## src/hdl/vbif_pkg.sv

```systemverilog
package vbif_pkg;

   localparam int FRAC_BITS  = 8;
   localparam int COEFF_BITS = 16;

   localparam int SAMPLE_W = 16;
   localparam int COEFF_W  = 16;
   localparam int STATE_W  = 32;

   // three-term sums of state values, product with a zero-extended coefficient
   localparam int OP_W   = STATE_W + 2;
   localparam int PROD_W = OP_W + COEFF_W + 1;
   localparam int RES_W  = PROD_W - COEFF_BITS;
   localparam int ACC_W  = (RES_W > STATE_W) ? RES_W + 1 : STATE_W + 1;

   localparam int CSR_IDX_W  = 2;
   localparam int CSR_DATA_W = 16;

   localparam logic [CSR_IDX_W-1:0] CSR_ENABLE   = 2'd0;
   localparam logic [CSR_IDX_W-1:0] CSR_HP_COEFF = 2'd1;
   localparam logic [CSR_IDX_W-1:0] CSR_LP_COEFF = 2'd2;

   localparam logic [COEFF_W-1:0] HP_COEFF_RESET = 16'd49869;
   localparam logic [COEFF_W-1:0] LP_COEFF_RESET = 16'd42820;

endpackage

```

## src/hdl/voice_band_iir_filter.sv

```systemverilog
// Channel | Ports                                     | Direction
// req     | req_valid, req_ready, req_sample_in       | sample in
// rsp     | rsp_valid, rsp_ready, rsp_sample_out      | sample out
// csr     | csr_write_en, csr_index, csr_write_data   | register write
//
// A filtered item passes through an accept step, an operand step, then a multiply and a
// store step for each of the four RC stages, all sharing one 34x17 multiplier, and a
// final step that loads the output register. A bypassed item goes from the accept step
// straight to that final step. req_ready is high only while the sequencer is idle;
// a held result in the output register stalls only the final step.
// Reset clears the filter state, the enable history and restores the coefficients.
module voice_band_iir_filter (
   input  logic                                   clock,
   input  logic                                   reset,
   input  logic                                   req_valid,
   output logic                                   req_ready,
   input  logic signed [vbif_pkg::SAMPLE_W-1:0]   req_sample_in,
   output logic                                   rsp_valid,
   input  logic                                   rsp_ready,
   output logic signed [vbif_pkg::SAMPLE_W-1:0]   rsp_sample_out,
   input  logic                                   csr_write_en,
   input  logic        [vbif_pkg::CSR_IDX_W-1:0]  csr_index,
   input  logic        [vbif_pkg::CSR_DATA_W-1:0] csr_write_data
);

   localparam int SampleW  = vbif_pkg::SAMPLE_W;
   localparam int StateW   = vbif_pkg::STATE_W;
   localparam int CoeffW   = vbif_pkg::COEFF_W;
   localparam int CoefBits = vbif_pkg::COEFF_BITS;
   localparam int FracBits = vbif_pkg::FRAC_BITS;
   localparam int OpW      = vbif_pkg::OP_W;
   localparam int ProdW    = vbif_pkg::PROD_W;
   localparam int ResW     = vbif_pkg::RES_W;
   localparam int AccW     = vbif_pkg::ACC_W;
   localparam int OutW     = StateW + 1;

   typedef enum logic [2:0] {ST_IDLE, ST_LOAD, ST_MUL, ST_STORE, ST_OUT} state_type;
   typedef enum logic [1:0] {STG_HP1, STG_HP2, STG_LP1, STG_LP2} stage_type;

   function automatic logic signed [StateW-1:0] sat_state(input logic signed [AccW-1:0] v);
      logic signed [StateW-1:0] r;
      if (&v[AccW-1:StateW-1] || ~|v[AccW-1:StateW-1]) begin
         r = v[StateW-1:0];
      end else if (v[AccW-1]) begin
         r = {1'b1, {(StateW-1){1'b0}}};
      end else begin
         r = {1'b0, {(StateW-1){1'b1}}};
      end
      return r;
   endfunction

   function automatic logic signed [SampleW-1:0] sat_sample(input logic signed [OutW-1:0] v);
      logic signed [SampleW-1:0] r;
      if (&v[OutW-1:SampleW-1] || ~|v[OutW-1:SampleW-1]) begin
         r = v[SampleW-1:0];
      end else if (v[OutW-1]) begin
         r = {1'b1, {(SampleW-1){1'b0}}};
      end else begin
         r = {1'b0, {(SampleW-1){1'b1}}};
      end
      return r;
   endfunction

   state_type state_ff, state_in;
   stage_type stage_ff, stage_in;

   logic                       enable_ff, enable_in;
   logic                       last_enable_ff, last_enable_in;
   logic        [CoeffW-1:0]   hp_coeff_ff, hp_coeff_in;
   logic        [CoeffW-1:0]   lp_coeff_ff, lp_coeff_in;

   logic signed [StateW-1:0]   prev_input_ff, prev_input_in;
   logic signed [StateW-1:0]   prev_high_one_ff, prev_high_one_in;
   logic signed [StateW-1:0]   high_one_ff, high_one_in;
   logic signed [StateW-1:0]   high_two_ff, high_two_in;
   logic signed [StateW-1:0]   low_one_ff, low_one_in;
   logic signed [StateW-1:0]   low_two_ff, low_two_in;

   logic signed [SampleW-1:0]  sample_ff, sample_in;
   logic                       bypass_ff, bypass_in;
   logic signed [OpW-1:0]      op_ff, op_in;
   logic signed [ProdW-1:0]    prod_ff, prod_in;

   logic                       rsp_valid_ff, rsp_valid_in;
   logic signed [SampleW-1:0]  rsp_sample_ff, rsp_sample_in;

   logic signed [StateW-1:0]   x_val;
   logic signed [ResW-1:0]     res_val;
   logic signed [StateW-1:0]   stored_hp;
   logic signed [StateW-1:0]   sum_lp1;
   logic signed [StateW-1:0]   sum_lp2;
   logic signed [CoeffW:0]     coeff_sel;
   logic signed [OutW-1:0]     out_biased;
   logic signed [OutW-1:0]     out_shifted;

   assign req_ready      = (state_ff == ST_IDLE);
   assign rsp_valid      = rsp_valid_ff;
   assign rsp_sample_out = rsp_sample_ff;

   always_comb begin
      x_val     = StateW'(sample_ff) <<< FracBits;
      res_val   = $signed(prod_ff[ProdW-1:CoefBits]);
      stored_hp = sat_state(AccW'(res_val));
      sum_lp1   = sat_state(AccW'(low_one_ff) + AccW'(res_val));
      sum_lp2   = sat_state(AccW'(low_two_ff) + AccW'(res_val));
      if (stage_ff == STG_HP1 || stage_ff == STG_HP2) begin
         coeff_sel = $signed({1'b0, hp_coeff_ff});
      end else begin
         coeff_sel = $signed({1'b0, lp_coeff_ff});
      end
      // truncate toward zero: bias negative values before the arithmetic shift
      out_biased = OutW'(low_two_ff);
      if (low_two_ff[StateW-1]) begin
         out_biased = out_biased + OutW'((1 << (FracBits - 1)) - 1);
      end
      out_shifted = out_biased >>> (FracBits - 1);
   end

   always_comb begin
      state_in         = state_ff;
      stage_in         = stage_ff;
      enable_in        = enable_ff;
      last_enable_in   = last_enable_ff;
      hp_coeff_in      = hp_coeff_ff;
      lp_coeff_in      = lp_coeff_ff;
      prev_input_in    = prev_input_ff;
      prev_high_one_in = prev_high_one_ff;
      high_one_in      = high_one_ff;
      high_two_in      = high_two_ff;
      low_one_in       = low_one_ff;
      low_two_in       = low_two_ff;
      sample_in        = sample_ff;
      bypass_in        = bypass_ff;
      op_in            = op_ff;
      prod_in          = prod_ff;
      rsp_valid_in     = rsp_valid_ff;
      rsp_sample_in    = rsp_sample_ff;

      if (rsp_valid_ff && rsp_ready) begin
         rsp_valid_in = 1'b0;
      end

      if (csr_write_en) begin
         case (csr_index)
            vbif_pkg::CSR_ENABLE:   enable_in   = csr_write_data[0];
            vbif_pkg::CSR_HP_COEFF: hp_coeff_in = csr_write_data[CoeffW-1:0];
            vbif_pkg::CSR_LP_COEFF: lp_coeff_in = csr_write_data[CoeffW-1:0];
            default: ;
         endcase
      end

      case (state_ff)
         ST_IDLE: begin
            if (req_valid) begin
               sample_in = req_sample_in;
               bypass_in = !enable_ff;
               // drop all filter history on a change of mode
               if (enable_ff != last_enable_ff) begin
                  last_enable_in   = enable_ff;
                  prev_input_in    = '0;
                  prev_high_one_in = '0;
                  high_one_in      = '0;
                  high_two_in      = '0;
                  low_one_in       = '0;
                  low_two_in       = '0;
               end
               state_in = enable_ff ? ST_LOAD : ST_OUT;
            end
         end
         ST_LOAD: begin
            op_in         = OpW'(high_one_ff) + OpW'(x_val) - OpW'(prev_input_ff);
            prev_input_in = x_val;
            stage_in      = STG_HP1;
            state_in      = ST_MUL;
         end
         ST_MUL: begin
            prod_in  = ProdW'(op_ff) * ProdW'(coeff_sel);
            state_in = ST_STORE;
         end
         ST_STORE: begin
            // write back this stage and, except after the last stage, form the next stage's operand
            case (stage_ff)
               STG_HP1: begin
                  high_one_in      = stored_hp;
                  prev_high_one_in = stored_hp;
                  op_in    = OpW'(high_two_ff) + OpW'(stored_hp) - OpW'(prev_high_one_ff);
                  stage_in = STG_HP2;
                  state_in = ST_MUL;
               end
               STG_HP2: begin
                  high_two_in = stored_hp;
                  op_in       = OpW'(stored_hp) - OpW'(low_one_ff);
                  stage_in    = STG_LP1;
                  state_in    = ST_MUL;
               end
               STG_LP1: begin
                  low_one_in = sum_lp1;
                  op_in      = OpW'(sum_lp1) - OpW'(low_two_ff);
                  stage_in   = STG_LP2;
                  state_in   = ST_MUL;
               end
               STG_LP2: begin
                  low_two_in = sum_lp2;
                  state_in   = ST_OUT;
               end
               default: state_in = ST_IDLE;
            endcase
         end
         ST_OUT: begin
            // hold until the output register is free
            if (!rsp_valid_ff || rsp_ready) begin
               rsp_valid_in  = 1'b1;
               rsp_sample_in = bypass_ff ? sample_ff : sat_sample(out_shifted);
               state_in      = ST_IDLE;
            end
         end
         default: state_in = ST_IDLE;
      endcase
   end

   always_ff @(posedge clock) begin
      if (reset) begin
         state_ff         <= ST_IDLE;
         stage_ff         <= STG_HP1;
         enable_ff        <= 1'b0;
         last_enable_ff   <= 1'b0;
         hp_coeff_ff      <= vbif_pkg::HP_COEFF_RESET;
         lp_coeff_ff      <= vbif_pkg::LP_COEFF_RESET;
         prev_input_ff    <= '0;
         prev_high_one_ff <= '0;
         high_one_ff      <= '0;
         high_two_ff      <= '0;
         low_one_ff       <= '0;
         low_two_ff       <= '0;
         rsp_valid_ff     <= 1'b0;
      end else begin
         state_ff         <= state_in;
         stage_ff         <= stage_in;
         enable_ff        <= enable_in;
         last_enable_ff   <= last_enable_in;
         hp_coeff_ff      <= hp_coeff_in;
         lp_coeff_ff      <= lp_coeff_in;
         prev_input_ff    <= prev_input_in;
         prev_high_one_ff <= prev_high_one_in;
         high_one_ff      <= high_one_in;
         high_two_ff      <= high_two_in;
         low_one_ff       <= low_one_in;
         low_two_ff       <= low_two_in;
         rsp_valid_ff     <= rsp_valid_in;
      end
      sample_ff     <= sample_in;
      bypass_ff     <= bypass_in;
      op_ff         <= op_in;
      prod_ff       <= prod_in;
      rsp_sample_ff <= rsp_sample_in;
   end

endmodule

```

## config.mk

```make
export PLATFORM = sky130hd
export DESIGN_NAME = voice_band_iir_filter
export DESIGN_NICKNAME = d
export VERILOG_FILES = /design/src/hdl/vbif_pkg.sv /design/src/hdl/voice_band_iir_filter.sv
export SDC_FILE = /design/constraint.sdc
export NUM_CORES = 2
export LEC_CHECK = 0
export BUFFER_PORTS_ARGS = -buffer_cell sky130_fd_sc_hd__buf_2
export CAP_MARGIN = 25
export CORE_MARGIN = 1.5
export CORE_UTILIZATION = 60
export DETAILED_ROUTE_END_ITERATION = 8
export GPL_TIMING_DRIVEN = 0
export PLACE_DENSITY = 0.76
export SLEW_MARGIN = 0
export SYNTH_ARGS = -nofsm -noshare
export SYNTH_HDL_FRONTEND = slang
export SYNTH_SLANG_ARGS = --single-unit
```

## constraint.sdc

```tcl
create_clock -name clock -period 16.5 [get_ports clock]
set_clock_uncertainty 0.1 [all_clocks]
set_input_delay 2.475 -clock clock [delete_from_list [all_inputs] [get_ports clock]]
set_output_delay 2.475 -clock clock [all_outputs]
set_load 0.01 [all_outputs]
```

## Yosys cells after proc, flatten, opt, wreduce, memory -nomap -nowiden

Index checks and enable logic that the tools add are counted.

- Register bits: 318
- Bits in latches: 0
- Bits in writable memories: 0
- Bits in read-only memories: 0
- Output and inout bits: 18
- Word-level logic and storage cells: 120
- Memories kept: 0

- Add/subtract/negate cells: 9
- $mul: 1
- Div/mod/pow operators: 0
- Magnitude comparators: 0
- Equality and inequality tests: 18
- Shifts and indexed selects: 0
- Muxes and demuxes: 34
- Bitwise operators: 0
- Reduce and logical (&&, ||, !) cells: 41

Operator list:

| cell | number |
|---|---|
| two-way mux 32 bit | 12 |
| one-hot mux 32 bit (2 select lines) | 5 |
| one-hot mux 34 bit (3 select lines) | 1 |
| adder 32 x 35 -> 36 bit | 2 |
| one-hot mux 34 bit (2 select lines) | 1 |
| subtractor 33 x 32 -> 34 bit | 2 |
| subtractor 32 x 32 -> 33 bit | 2 |
| two-way mux 16 bit | 4 |
| multiplier 34 x 17 -> 51 bit | 1 |
| adder 32 x 24 -> 33 bit | 1 |
| adder 32 x 32 -> 33 bit | 1 |
| adder 32 x 8 -> 33 bit, second input constant | 1 |
| two-way mux 33 bit | 1 |
| AND reduction 4 bit | 5 |
| one-hot mux 3 bit (5 select lines) | 1 |
| AND reduction 2 bit | 7 |
| != test 2 bit, second input constant | 6 |
| AND reduction 11 bit | 1 |
| OR reduction 11 bit | 1 |
| AND reduction 5 bit | 2 |
| OR reduction 5 bit | 2 |
| two-way mux 3 bit | 3 |
| == test 2 bit, second input constant | 3 |
| == test 3 x 2 -> 1 bit, second input constant | 2 |
| other kinds (19) | 36 |

## Logic depth before layout (Yosys ltp)

- Depth in word-level cells: 8
- Mapped depth: 31
- Mapped depth without buffers: 29

## Least setup slack after synthesis

OpenSTA, ideal clock, no wires.

- Path type: reg2reg
- Start: register stage_ff[1]
- End: register prod_ff[50] (data pin)
- Setup time: 0.260 ns
- Arrival: 7.563 ns
- Data required time: 16.140 ns
- Setup slack: 8.577 ns
- Stages on the path, launching flop included: 28
- Period minus slack after synthesis: 7.923 ns
- Cells stage by stage: dfxtp_1 -> inv_1 -> ha_1 -> clkbuf_1 -> nor2_1 -> clkbuf_1 -> mux2_2 -> clkbuf_1 -> nand2_1 -> inv_1 -> fa_1 -> fa_1 -> fa_1 -> fa_1 -> fa_1 -> inv_1 -> fa_1 -> inv_1 -> ha_1 -> nand4_1 -> nor4_1 -> o2bb2ai_1 -> a21o_1 -> o221ai_1 -> o211ai_1 -> nor4_1 -> nor3_1 -> xnor2_1

- Word-level cells in the longest chain between the ends: 4

Ends and longest elaborated chain:

| item | RTL line | source |
|---|---|---|
| start: declaration | voice_band_iir_filter.sv:65 | `stage_type stage_ff, stage_in;` |
| start signal: assignment | voice_band_iir_filter.sv:238 | `stage_ff <= stage_in;` |
| == test 2 x 1 -> 1 bit or logical NOT 2 bit (tied branches) | voice_band_iir_filter.sv:106 | `if (stage_ff == STG_HP1 \|\| stage_ff == STG_HP2) begin` |
| logical OR 1 bit * | voice_band_iir_filter.sv:106 |  |
| two-way mux 16 bit * | voice_band_iir_filter.sv:106 |  |
| multiplier 34 x 17 -> 51 bit * | voice_band_iir_filter.sv:177 | `prod_in = ProdW'(op_ff) * ProdW'(coeff_sel);` |
| end signal: assignment | voice_band_iir_filter.sv:254 | `prod_ff <= prod_in;` |
| end: declaration | voice_band_iir_filter.sv:82 | `logic signed [ProdW-1:0] prod_ff, prod_in;` |

Every way passes the cells marked *; elsewhere a longest branch is shown, timed or not.
A chain may end at the register's enable or synchronous reset.

## Final worst setup path

- Start: register stage_ff[1]
- End: register prod_ff[49] (data pin)

Same word-level chain as after synthesis.

==> impl_metrics.tcl <==
set metrics [dict create \
    regArea_um2 6750 \
    fmax_mhz 99.9 \
    wl_per_cell_um 21.8 \
    ys_warn_count 0 \
    syn-num-nets 5991 \
    period_share 0.607 \
    gp_congestion 1.03 \
    arrival_ps 10220 \
    setup_viol 0 \
    hold_path_class "flip-flop to flip-flop" \
    die_area_um2 71400 \
    tightest_slew_ps 1040 \
    h-tree-depth 2 \
    clk_path_buf_depth 3 \
    fillers 5936 \
    p_leak_nw 20.8 \
    slew_headroom 0.286 \
    outcome "finished clean" \
    ant_nets 0 \
    synthesis.area_um2 41900 \
    end_kind "flip-flop" \
    cts_root_buf "clkbuf_16" \
    ff2ff_path_depth 30 \
    drc 0 \
    post-route-util 0.649 \
    min_period_ps 10010 \
    clk_latency_ps 580 \
    dr_total_vias 36400 \
    die_h_um 267 \
    layout-drive-gt1-share 0.0386 \
    overflow 0 \
    avgSynthCellArea_um2 8.29 \
    clock_sinks 286 \
    setup-tns-final_ps 0 \
    synth_commonest_cells "938 x inv_1, 666 x nand2_1, 575 x fa_1" \
    io_buffers 56 \
    synth_cells 5054 \
    io_pins 57 \
    synth_top_cell_area_share 0.275 \
    cts_resized 0 \
    crit_family "adder cells" \
    power.density_nw_per_um2 116 \
    cts_tree "built" \
    grt_use_total 0.381 \
    ys_types 96 \
    holdBufCountCts 0 \
    async_flop_share 0 \
    hpwl_um 109000 \
    antenna_found_initial 5 \
    required_ps 16710 \
    rsz0062_at_grt "no" \
    multiInputGateArea_um2 30800 \
    path_buf_inv 9 \
    crit_cells 30 \
    start_util 0.609 \
    seq_area_frac_synth 0.161 \
    synthFlopType "dfxtp_1" \
    coreArea_um2 68800 \
    nets 6097 \
    peakVddDrop_uv 175 \
    drt_iter0_markers 3486 \
    postCtsSetupRepairBufs 0 \
    grt_pass1_vias 35700 \
    cap_violations 0 \
    grt_max_degree 27 \
    via_per_inst 5.94 \
    timing_max_transition_violations_final 0 \
    syn_to_final_growth_pct 6.73 \
    ys_seq_elements 286 \
    critical_path.slowest_cell "mux2i_1" \
    startpoint_type "flip-flop" \
    grt_pass1_wl_um 206000 \
    ys_top_cells_by_area "fa_1 27%, ha_1 9.6%, dfxtp_1 8.8%" \
    max_stage_delay_ps 930 \
    hold_depth 2 \
    path_max_fanout 10 \
    first_pass_iters 6 \
    yosys.area.top_type "fa_1" \
    cts_inserted_buffers 36 \
    yosysMostFrequentCell "inv_1" \
    drt_wl_total_um 133000 \
    synth_edf_count 102 \
    die_w_um 267 \
    clk_pin_slew_ps 60 \
    hold_violations 0 \
    crit_type "flip-flop to flip-flop" \
    rows 96 \
]
==> cell usage in the layout (no fill, tap or decap), types with 90 or more instances in the layout <==
cell and count:
a21o_1 95, a21oi_1 327, a31oi_1 90, clkbuf_1 183, dfxtp_1 184, edfxtp_1 102
fa_1 575, ha_1 323, inv_1 938, nand2_1 666, nor2_1 315, nor2b_1 186
o21ai_0 143, xnor2_1 136
==> flip-flops by register name, indices dropped and copies added (netlist names) <==
signal	count
lp_coeff_ff	16
low_two_ff	32
hp_coeff_ff	16
enable_ff	1
rsp_sample_out	16
prod_ff	35
stage_ff	2
low_one_ff	32
high_two_ff	32
rsp_valid	1
last_enable_ff	1
op_ff	34
bypass_ff	1
prev_input_ff	16
sample_ff	16
high_one_ff	32
state_ff	3
==> worst paths after layout <==
path	from	end	slack, ps
worst min-delay path	hp_coeff_ff[10]$_SDFFE_PP0P_	hp_coeff_ff[10]$_SDFFE_PP0P_	350
worst min register to register	hp_coeff_ff[10]$_SDFFE_PP0P_	hp_coeff_ff[10]$_SDFFE_PP0P_	350
worst max-delay path	stage_ff[1]$_SDFFE_PP0P_	prod_ff[49]$_DFFE_PP_	6490
worst max register to register	stage_ff[1]$_SDFFE_PP0P_	prod_ff[49]$_DFFE_PP_	6490
==> cells by family after synthesis <==
family / share of synthesized area
xor gates and xnor gates: 0.0435
and+or+nand+nor: 0.167
DFF: 0.161
AOI/OAI and AO/OA: 0.149
buffers and inverters: 0.103
muxes: 0.00511
adders and majority gates: 0.371
==> layout make-up <==
class	instances	area share
Antenna cell	2	0.000112
Buffer	202	0.0180
Inverter	938	0.0788
Tap cell	931	0.0261
Sequential cell	286	0.151
Timing Repair Buffer	68	0.00977
Clock inverter	19	0.00383
Multi-Input combinational cell	3628	0.689
Clock buffer	46	0.0231
==> worst register-to-register path, delay by kind of cell, from the launching register on <==
family | cells | cell delay, ps
muxes | 1 | 930
and+or+nand+nor | 4 | 1010
buffers and inverters | 9 | 2040
AOI/OAI and AO/OA | 7 | 1990
adders and majority gates | 8 | 3190
xor gates and xnor gates | 1 | 100
DFF | 1 | 380
==> through the flow <==
step                      hold slack, ps  total power, W  cells  instance area, µm²  setup WS, ps
after global placement               339         0.00420   6041               43300          6150
after detailed placement             346         0.00422   6053               43500          6680
after CTS                            354         0.00513   6118               44700          6590
after floorplan                      332         0.00336   5054               41900          8580
after global routing                 371         0.00561   6118               44700          6050
final                                352         0.00517   6120               44700          6490
==> power breakdown <==
| group | switching (W) | total [W] | internal, W | leakage [nW] |
|---|---|---|---|---|
| logic | 0.00202 | 0.00339 | 0.00137 | 17.7 |
| clock network | 0.000350 | 0.000816 | 0.000466 | 0.583 |
| registers | 0.0000311 | 0.000955 | 0.000924 | 2.43 |
| total | 0.00240 | 0.00517 | 0.00276 | 20.8 |
==> routing by layer <==
layer  wire length (µm)  part of all wire  global-route usage
met2              58100              0.44               0.587
met5                 33           0.00025                   0
met4              10100             0.076               0.237
met1              51900              0.39               0.496
met3              13000             0.098              0.0742
No activity file was read; power rests on OpenSTA's default activity.
